### src/rtl/hmac_chain_log_verifier_unit_defines.svh
// Assertion macros for the log chain verifier.
// Included by the top level; expects signals clk and rst_n in scope.
`ifndef HMAC_CHAIN_LOG_VERIFIER_UNIT_DEFINES_SVH
`define HMAC_CHAIN_LOG_VERIFIER_UNIT_DEFINES_SVH

// Checked property, suspended while reset is asserted.
`define HCLV_CHECK(lbl, prop, msg) \
    lbl: assert property (@(posedge clk) disable iff (!rst_n) prop) else $error(msg);

// Checked property that also holds during reset.
`define HCLV_CHECK_ALWAYS(lbl, prop, msg) \
    lbl: assert property (@(posedge clk) prop) else $error(msg);

`endif

### src/rtl/hclv_pkg.sv
// Shared types, constants and SHA-256 helpers for the log chain verifier.
// No dependencies; used by the interfaces, the hash core and the top level.
package hclv_pkg;

    // Message store and stream geometry.
    localparam int MAX_MSG_BYTES = 96;
    localparam int MSG_AW        = $clog2(MAX_MSG_BYTES);
    localparam int MLEN_W        = $clog2(MAX_MSG_BYTES + 1);
    localparam int PAD_BYTES     = 64;
    localparam int HDR_BYTES     = PAD_BYTES + 36;
    localparam int STREAM_MAX    = HDR_BYTES + MAX_MSG_BYTES;
    localparam int NBLK_MAX      = (STREAM_MAX + 72) / 64;
    localparam int BLK_W         = (NBLK_MAX > 1) ? $clog2(NBLK_MAX) : 1;
    localparam int POS_W         = BLK_W + 6;
    localparam int LEN_W         = $clog2(STREAM_MAX + 1);
    localparam int NBLK_W        = $clog2(NBLK_MAX + 1);
    localparam int LABEL_BYTES   = 12;

    // Configuration register indexes.
    localparam int CFG_IDX_W = 3;
    localparam logic [CFG_IDX_W-1:0] REG_KEY_WORD_0     = 3'd0;
    localparam logic [CFG_IDX_W-1:0] REG_KEY_WORD_1     = 3'd1;
    localparam logic [CFG_IDX_W-1:0] REG_KEY_WORD_2     = 3'd2;
    localparam logic [CFG_IDX_W-1:0] REG_KEY_WORD_3     = 3'd3;
    localparam logic [CFG_IDX_W-1:0] REG_EVOLVE_ENABLE  = 3'd4;
    localparam logic [CFG_IDX_W-1:0] REG_VERIFY_MODE    = 3'd5;

    localparam logic [7:0] IPAD = 8'h36;
    localparam logic [7:0] OPAD = 8'h5c;
    localparam logic [7:0] PAD_MARK = 8'h80;

    typedef enum logic [2:0] {
        ST_IDLE, ST_ABSORB, ST_FILL, ST_START, ST_HASH, ST_PASS_END, ST_EMIT
    } hclv_state_t;

    typedef enum logic [1:0] {
        PASS_INNER, PASS_OUTER, PASS_EVO_INNER, PASS_EVO_OUTER
    } hclv_pass_t;

    // Control from the sequencer to the hash core.
    typedef struct packed {
        logic       init;
        logic       byte_en;
        logic [7:0] byte_val;
        logic       start;
    } sha_ctrl_t;

    // Status from the hash core.
    typedef struct packed {
        logic busy;
        logic done;
    } sha_stat_t;

    function automatic logic [7:0] label_byte(input logic [3:0] idx);
        logic [7:0] b;
        unique case (idx)
            4'd0:    b = 8'h63;
            4'd1:    b = 8'h65;
            4'd2:    b = 8'h6e;
            4'd3:    b = 8'h34;
            4'd4:    b = 8'h32;
            4'd5:    b = 8'h39;
            4'd6:    b = 8'h2d;
            4'd7:    b = 8'h65;
            4'd8:    b = 8'h76;
            4'd9:    b = 8'h72;
            4'd10:   b = 8'h69;
            4'd11:   b = 8'h6d;
            default: b = 8'h00;
        endcase
        return b;
    endfunction

    function automatic logic [31:0] iv_word(input logic [2:0] i);
        logic [31:0] v;
        unique case (i)
            3'd0: v = 32'h6a09e667;
            3'd1: v = 32'hbb67ae85;
            3'd2: v = 32'h3c6ef372;
            3'd3: v = 32'ha54ff53a;
            3'd4: v = 32'h510e527f;
            3'd5: v = 32'h9b05688c;
            3'd6: v = 32'h1f83d9ab;
            default: v = 32'h5be0cd19;
        endcase
        return v;
    endfunction

    function automatic logic [31:0] round_const(input logic [5:0] i);
        logic [31:0] k;
        unique case (i)
            6'd0:  k = 32'h428a2f98; 6'd1:  k = 32'h71374491;
            6'd2:  k = 32'hb5c0fbcf; 6'd3:  k = 32'he9b5dba5;
            6'd4:  k = 32'h3956c25b; 6'd5:  k = 32'h59f111f1;
            6'd6:  k = 32'h923f82a4; 6'd7:  k = 32'hab1c5ed5;
            6'd8:  k = 32'hd807aa98; 6'd9:  k = 32'h12835b01;
            6'd10: k = 32'h243185be; 6'd11: k = 32'h550c7dc3;
            6'd12: k = 32'h72be5d74; 6'd13: k = 32'h80deb1fe;
            6'd14: k = 32'h9bdc06a7; 6'd15: k = 32'hc19bf174;
            6'd16: k = 32'he49b69c1; 6'd17: k = 32'hefbe4786;
            6'd18: k = 32'h0fc19dc6; 6'd19: k = 32'h240ca1cc;
            6'd20: k = 32'h2de92c6f; 6'd21: k = 32'h4a7484aa;
            6'd22: k = 32'h5cb0a9dc; 6'd23: k = 32'h76f988da;
            6'd24: k = 32'h983e5152; 6'd25: k = 32'ha831c66d;
            6'd26: k = 32'hb00327c8; 6'd27: k = 32'hbf597fc7;
            6'd28: k = 32'hc6e00bf3; 6'd29: k = 32'hd5a79147;
            6'd30: k = 32'h06ca6351; 6'd31: k = 32'h14292967;
            6'd32: k = 32'h27b70a85; 6'd33: k = 32'h2e1b2138;
            6'd34: k = 32'h4d2c6dfc; 6'd35: k = 32'h53380d13;
            6'd36: k = 32'h650a7354; 6'd37: k = 32'h766a0abb;
            6'd38: k = 32'h81c2c92e; 6'd39: k = 32'h92722c85;
            6'd40: k = 32'ha2bfe8a1; 6'd41: k = 32'ha81a664b;
            6'd42: k = 32'hc24b8b70; 6'd43: k = 32'hc76c51a3;
            6'd44: k = 32'hd192e819; 6'd45: k = 32'hd6990624;
            6'd46: k = 32'hf40e3585; 6'd47: k = 32'h106aa070;
            6'd48: k = 32'h19a4c116; 6'd49: k = 32'h1e376c08;
            6'd50: k = 32'h2748774c; 6'd51: k = 32'h34b0bcb5;
            6'd52: k = 32'h391c0cb3; 6'd53: k = 32'h4ed8aa4a;
            6'd54: k = 32'h5b9cca4f; 6'd55: k = 32'h682e6ff3;
            6'd56: k = 32'h748f82ee; 6'd57: k = 32'h78a5636f;
            6'd58: k = 32'h84c87814; 6'd59: k = 32'h8cc70208;
            6'd60: k = 32'h90befffa; 6'd61: k = 32'ha4506ceb;
            6'd62: k = 32'hbef9a3f7; default: k = 32'hc67178f2;
        endcase
        return k;
    endfunction

    function automatic logic [31:0] rotr(input logic [31:0] x, input int n);
        return (x >> n) | (x << (32 - n));
    endfunction

endpackage

### src/rtl/hclv_sha_core.sv
// SHA-256 compression unit: one round per cycle, message schedule in a shift line.
// Depends on hclv_pkg for the control and status structs and the round constants.
module hclv_sha_core (
    input  logic                clk,
    input  logic                rst_n,
    input  hclv_pkg::sha_ctrl_t ctrl,
    output hclv_pkg::sha_stat_t stat,
    output logic [255:0]        digest
);

    logic [31:0]  h_reg [8];
    logic [31:0]  v_reg [8];
    logic [511:0] w_reg;
    logic [5:0]   rnd_reg;
    logic         run_reg;
    logic         add_reg;

    logic [31:0] t1, t2, w_new, big_s0, big_s1, ch, maj, ss0, ss1;

    // One round of the compression and the next schedule word.
    always_comb
    begin
        big_s1 = hclv_pkg::rotr(v_reg[4], 6) ^ hclv_pkg::rotr(v_reg[4], 11)
               ^ hclv_pkg::rotr(v_reg[4], 25);
        big_s0 = hclv_pkg::rotr(v_reg[0], 2) ^ hclv_pkg::rotr(v_reg[0], 13)
               ^ hclv_pkg::rotr(v_reg[0], 22);
        ch  = (v_reg[4] & v_reg[5]) ^ (~v_reg[4] & v_reg[6]);
        maj = (v_reg[0] & v_reg[1]) ^ (v_reg[0] & v_reg[2]) ^ (v_reg[1] & v_reg[2]);
        t1  = v_reg[7] + big_s1 + ch + hclv_pkg::round_const(rnd_reg) + w_reg[511:480];
        t2  = big_s0 + maj;
        ss0 = hclv_pkg::rotr(w_reg[479:448], 7) ^ hclv_pkg::rotr(w_reg[479:448], 18)
            ^ (w_reg[479:448] >> 3);
        ss1 = hclv_pkg::rotr(w_reg[63:32], 17) ^ hclv_pkg::rotr(w_reg[63:32], 19)
            ^ (w_reg[63:32] >> 10);
        w_new = w_reg[511:480] + ss0 + w_reg[223:192] + ss1;
    end

    // Round sequencing.
    always_ff @(posedge clk or negedge rst_n)
    begin
        if (!rst_n)
        begin
            run_reg <= 1'b0;
            add_reg <= 1'b0;
            rnd_reg <= '0;
        end
        else
        begin
            add_reg <= 1'b0;
            if (ctrl.start)
            begin
                run_reg <= 1'b1;
                rnd_reg <= '0;
            end
            else if (run_reg)
            begin
                rnd_reg <= rnd_reg + 6'd1;
                if (rnd_reg == 6'd63)
                begin
                    run_reg <= 1'b0;
                    add_reg <= 1'b1;
                end
            end
        end
    end

    // Chaining value, working variables and schedule.
    always_ff @(posedge clk)
    begin
        if (ctrl.init)
        begin
            for (int i = 0; i < 8; i++)
            begin
                h_reg[i] <= hclv_pkg::iv_word(3'(i));
            end
        end
        else if (add_reg)
        begin
            for (int i = 0; i < 8; i++)
            begin
                h_reg[i] <= h_reg[i] + v_reg[i];
            end
        end

        if (ctrl.start)
        begin
            for (int i = 0; i < 8; i++)
            begin
                v_reg[i] <= h_reg[i];
            end
        end
        else if (run_reg)
        begin
            v_reg[0] <= t1 + t2;
            v_reg[1] <= v_reg[0];
            v_reg[2] <= v_reg[1];
            v_reg[3] <= v_reg[2];
            v_reg[4] <= v_reg[3] + t1;
            v_reg[5] <= v_reg[4];
            v_reg[6] <= v_reg[5];
            v_reg[7] <= v_reg[6];
        end

        if (run_reg)
        begin
            w_reg <= {w_reg[479:0], w_new};
        end
        else if (ctrl.byte_en)
        begin
            w_reg <= {w_reg[503:0], ctrl.byte_val};
        end
    end

    assign stat.busy = run_reg | add_reg;
    assign stat.done = add_reg;
    assign digest = {h_reg[0], h_reg[1], h_reg[2], h_reg[3],
                     h_reg[4], h_reg[5], h_reg[6], h_reg[7]};

endmodule

### config.mk
export PLATFORM = sky130hd
export DESIGN_NAME = hclv_sha_core
export DESIGN_NICKNAME = d
export VERILOG_FILES = /design/src/rtl/hmac_chain_log_verifier_unit_defines.svh /design/src/rtl/hclv_pkg.sv /design/src/rtl/hclv_sha_core.sv
export SDC_FILE = /design/constraint.sdc
export NUM_CORES = 2
export LEC_CHECK = 0
export BUFFER_PORTS_ARGS = -buffer_cell sky130_fd_sc_hd__buf_2
export CAP_MARGIN = 0
export CORE_MARGIN = 10
export CORE_UTILIZATION = 40
export CTS_CLUSTER_DIAMETER = 150
export DETAILED_ROUTE_END_ITERATION = 8
export SLEW_MARGIN = 40
export SYNTH_ARGS = -nofsm -noshare
export SYNTH_HDL_FRONTEND = slang
export SYNTH_SLANG_ARGS = --single-unit
### constraint.sdc
create_clock -name clk -period 7.4 [get_ports clk]
set_input_delay 0.74 -clock clk [delete_from_list [all_inputs] [get_ports clk]]
set_output_delay 0.74 -clock clk [all_outputs]
set_load 0.02 [all_outputs]
* Word-level counts from Yosys, hierarchy flattened
Memories as Yosys holds them, arrays and structs flattened. Cells that the tools add are included.
Word-level totals: bits in registers 520, latch bits 0, bits in writable memories 512, bits in read-only memories 2048, output and inout port bits 258, word-level logic and storage cells 117, memories 3
Memory list:
- (no name shown) | depth 64, bits a word 32, read ports 1, clocked after memory_dff 0, wr ports 0, line hclv_pkg.sv:91 | unique case (i)
- h_reg | depth 8, bits a word 32, read ports 8, clocked after memory_dff 0, wr ports 8, line hclv_sha_core.sv:11 | logic [31:0] h_reg [8];
- v_reg | depth 8, bits a word 32, read ports 8, clocked after memory_dff 0, wr ports 8, line hclv_sha_core.sv:12 | logic [31:0] v_reg [8];
Cells by class: add/sub/neg operators 19, multiply operators 0, divide/modulo/power cells 0, $lt $le $gt $ge 0, equality and inequality tests 1, shift operators 0, muxes and demuxes 44, bitwise operators 44, reduce and logical (&&, ||, !) cells 2
Operators by type and width (count):
- 512-bit two-way mux | 2
- 32-bit two-way mux | 24
- 32-bit adder | 18
- 32-bit XOR | 9
- 32-bit bitwise AND | 5
- 32-bit inverter | 1
- 10-bit by 32-bit OR with 32-bit output | 1
- 13-bit by 32-bit OR with 32-bit output | 1
- 14-bit by 32-bit OR with 32-bit output | 1
- 15-bit by 32-bit OR with 32-bit output | 1
- 19-bit by 32-bit OR with 32-bit output | 1
- 21-bit by 32-bit OR with 32-bit output | 1
- 25-bit by 32-bit OR with 32-bit output | 1
- 26-bit by 32-bit OR with 32-bit output | 1
- 30-bit by 32-bit OR with 32-bit output | 1
- 7-bit by 32-bit OR with 32-bit output | 1
- 32-bit by 22-bit XOR with 32-bit output | 1
- 32-bit by 29-bit XOR with 32-bit output | 1
- 1-bit OR | 17
- 1-bit two-way mux | 16
- 6-bit two-way mux | 2
- 6-bit by 1-bit adder with 6-bit output, second input constant | 1
- 6-bit == test, second input constant | 1
- 2-bit nonzero test | 2

* Longest topological paths before layout
word-level depth 9, depth in mapped cells 41, depth with buffers taken out 39

* Worst setup path after synthesis
Ideal clock, no wire load.
path kind reg2reg, start register rnd_reg[0], end memory v_reg[0][30], data pin, setup time 265 ps, arrival 7880 ps, data required time 7135 ps, setup slack -746 ps, cell stages (with the launch flop) 34, path buffers 2, period minus slack after synthesis 8146 ps, cell sequence dfrtp_1 -> clkbuf_1 -> inv_1 -> ha_1 -> clkbuf_1 -> nor2_1 -> a21o_1 -> mux4_2 -> fa_1 -> inv_1 -> fa_1 -> inv_1 -> ha_1 -> o21ai_0 -> a21boi_1 -> o31ai_2 -> o21ai_0 -> a31o_2 -> a21o_1 -> a21o_1 -> a21o_1 -> xnor2_1 -> fa_1 -> inv_1 -> ha_1 -> nand2_1 -> o21ai_0 -> a31oi_1 -> or2_2 -> o211ai_2 -> a31oi_2 -> o31ai_1 -> nor3_1 -> or3_1
RTL lines:
- start, declared | line hclv_sha_core.sv:14 | logic [5:0] rnd_reg;
- start signal, assigned | line hclv_sha_core.sv:57 | rnd_reg <= rnd_reg + 6'd1;
- end, declared | line hclv_sha_core.sv:12

==> impl_metrics.tcl <==
set metrics [dict create \
    status "finished, violations left" \
    failed_checks "setup timing" \
    worst_hold_startpoint "ctrl[9]" \
    synth_edf_count 1024 \
    place_congestion 0.977 \
    hold_end "w_reg[365]" \
    worstPathRequired_ns 7.90 \
    synthAdderAreaFrac 0.127 \
    largest_reg_flops 512 \
    endpoint_kind "flip-flop" \
    min_period_ns 7.87 \
    nets 7495 \
    fin_ws_ns -0.468 \
    wirelength_mm 229 \
    dr.pass1.iters 5 \
    r2r-end "v_reg[0][31]" \
    met2_length_mm 109 \
    drt-initial-drc-count 4647 \
    cts_sinks 1032 \
    timing.fmax_mhz 127 \
    syn_area_sq_um 69500 \
    layout-drive-gt1-share 0.285 \
    r2r_start "rnd_reg[0]" \
    worstPathArrival_ns 8.36 \
    placed_area_sq_um 77500 \
    relSlewSlack 0.451 \
    synth-compound-area-share 0.124 \
    clock-skew-final_ns 0.0494 \
    synth_top_family_by_area "adder cells" \
    route.top_layer_used "met5" \
    final_common_cell "edfxtp_1" \
    maxCapViolCount 0 \
    setup_viol 13 \
    clkTransAtPathRegs_ns 0.06 \
    synth.net_count 6746 \
    fin_crit_sh 1.06 \
    grt_use_total 0.230 \
    synth.ff_latch_count 1032 \
    cts-root-buf "clkbuf_16" \
    grt_pass1_wl_mm 334 \
    synth-xor-area-share 0.0704 \
    nFillCells 15700 \
    grt.overflow.total 0 \
    cp_slowest_stage_delay_ns 0.55 \
    hpwl_mm 175 \
    insertion_delay_ns 0.79 \
    path_max_fanout 6 \
    synth_cell_types 97 \
    synth-simple-area-share 0.0806 \
    critical_path.startpoint_type "flip-flop" \
    rows 152 \
    netlist_instances 6145 \
    syn_avg_cell_area_sq_um 11.3 \
    r2r_slack_ns -0.47 \
    cts_tree "yes" \
    mostFrequentLayoutCells "edfxtp_1, mux2_2, buf_4" \
    max-clock-path-buffers 3 \
    final_cells 9310 \
    drc_errors 0 \
    whs_ns 0.303 \
    initial_core_util 0.404 \
    ys_warn_count 0 \
    die_w_microns 437 \
    synthArstFlopShare 0.00775 \
    rsz0062_at_grt "true" \
    area_delta_synth_final_pct 19.7 \
    min_path_cells 2 \
    vias 51300 \
    antenna_found_initial 5 \
    routedWlPerCell_microns 24.6 \
    ant_nets 0 \
    worstMarginPinSlew_ns 0.823 \
    grt_pass1_vias 50700 \
    place_inst 9025 \
    yosysSeqAreaShare 0.446 \
    hold_viol 0 \
    critPathKind "flip-flop to flip-flop" \
    grt_start_max_net_pins 169 \
    floorplan.core_area_sq_um 172000 \
    reg2reg_depth 35 \
    wl_met3_mm 12.0 \
    synth-main-ff-cell "edfxtp_1" \
    fp.dieH_microns 437 \
    min_path_type "input pin to flip-flop" \
    design_area_sq_um 83100 \
    vias_per_cell 5.51 \
    io_pins 271 \
    muxShareOfSynthArea 0.114 \
    wl_met1_mm 94.4 \
    htree_levels 3 \
    slowest_stage "mux4_2" \
    port_buffers 270 \
    slew_violations 0 \
    dieArea_sq_um 191000 \
    cts_inserted_buffers 118 \
]
[per-stage QoR]
stage,setup WS (ns),setup TNS [ns],utilization
floorplan,-0.0935,-0.188,-
global placement,-0.607,-6.03,0.449
detailed placement,-0.620,-6.83,0.450
CTS,-0.236,-1.02,0.478
global route,-0.777,-8.00,0.483
finish,-0.468,-2.56,0.483
[layer usage]
metal  up-vias  GRT usage
li1      23800          -
met5         -          0
met1     25600      0.292
met3       444     0.0315
met2      1503      0.381
met4         2      0.122
[final cells by class]
type / count / area, sq um / share of cell area
timing repair buffer: 883 / 6480 / 0.0780
clock inverter: 80 / 936 / 0.0113
multi-input combinational: 4408 / 37100 / 0.446
sequential: 1032 / 31000 / 0.372
antenna: 4 / 10.0 / 0.000120
tap: 2310 / 2890 / 0.0348
clock buffer: 142 / 3040 / 0.0366
inverter: 451 / 1700 / 0.0205
[synth_stat cells (11+ instances only)]
cell	instances	area, sq um
and3_1	25	156
buf_1	28	105
nor4_1	15	93.8
o31ai_1	20	150
a211oi_1	45	338
xor2_1	230	2010
o21a_1	62	465
or3_1	26	163
a21boi_0	13	97.6
a31oi_1	51	319
nand2_1	422	1580
ha_1	393	4920
o21ai_0	393	1970
o311ai_0	14	123
o21bai_1	30	225
a21oi_1	322	1610
a21o_1	222	1670
o21ai_1	12	60.1
a211o_1	11	96.3
edfxtp_1	1024	30700
and4_1	11	96.3
nor2_1	332	1250
and2_1	23	144
clkbuf_1	221	830
nand4_1	29	181
mux2_2	665	7490
inv_1	450	1690
or2_2	21	131
nand2b_1	71	444
nand3_1	69	345
xnor2_1	326	2860
o211ai_1	32	240
fa_1	195	3900
nor3b_1	12	90.1
mux2i_1	22	220
nor2b_1	53	332
nor3_1	79	395
[worst max-delay path: cells and delay by family (launching register included)]
kind	cells	cell delay, ns
buffers and inverters	9	0.91
flip-flops	1	0.41
adder cells (fa/ha/maj)	6	2.04
AND/OR/NAND/NOR	2	0.20
AO/OA/AOI/OAI	14	2.98
multiplexers	1	0.55
XOR/XNOR	3	0.50
[kinds of logic (layout without fill, tap and decap cells)]
logic type      after synthesis  after routing
compound gates             1353           1353
other cells                   0              4
mux                         696            696
flops                      1032           1032
buf+inv                     705           1556
simple gates               1211           1211
fa+ha+maj                   591            591
xor+xnor                    557            557
[repair_timing]
item / CTS / global route
hold buffers: 1 / 0
hold endpoints to repair: 8 / 0
pin swaps: 91 / 103
setup buffers: 38 / 20
endpoints found under the setup margin: 24 / 29
resized for setup: 148 / 115
[how the worst max path moves through the flow]
stage	end	slack, ns	from
4_1_cts	v_reg[0][31]	-0.24	rnd_reg[1]
5_1_grt	v_reg[0][31]	-0.78	rnd_reg[1]
2_1_floorplan	v_reg[0][31]	-0.09	rnd_reg[1]
3_5_place_dp	v_reg[0][31]	-0.62	rnd_reg[0]
3_3_place_gp	v_reg[0][31]	-0.61	rnd_reg[1]
6_report	v_reg[0][31]	-0.47	rnd_reg[0]
Power is left out: the tool's default activity adds up to more than one toggle a clock period on the data nets, which glitch-free logic cannot reach.
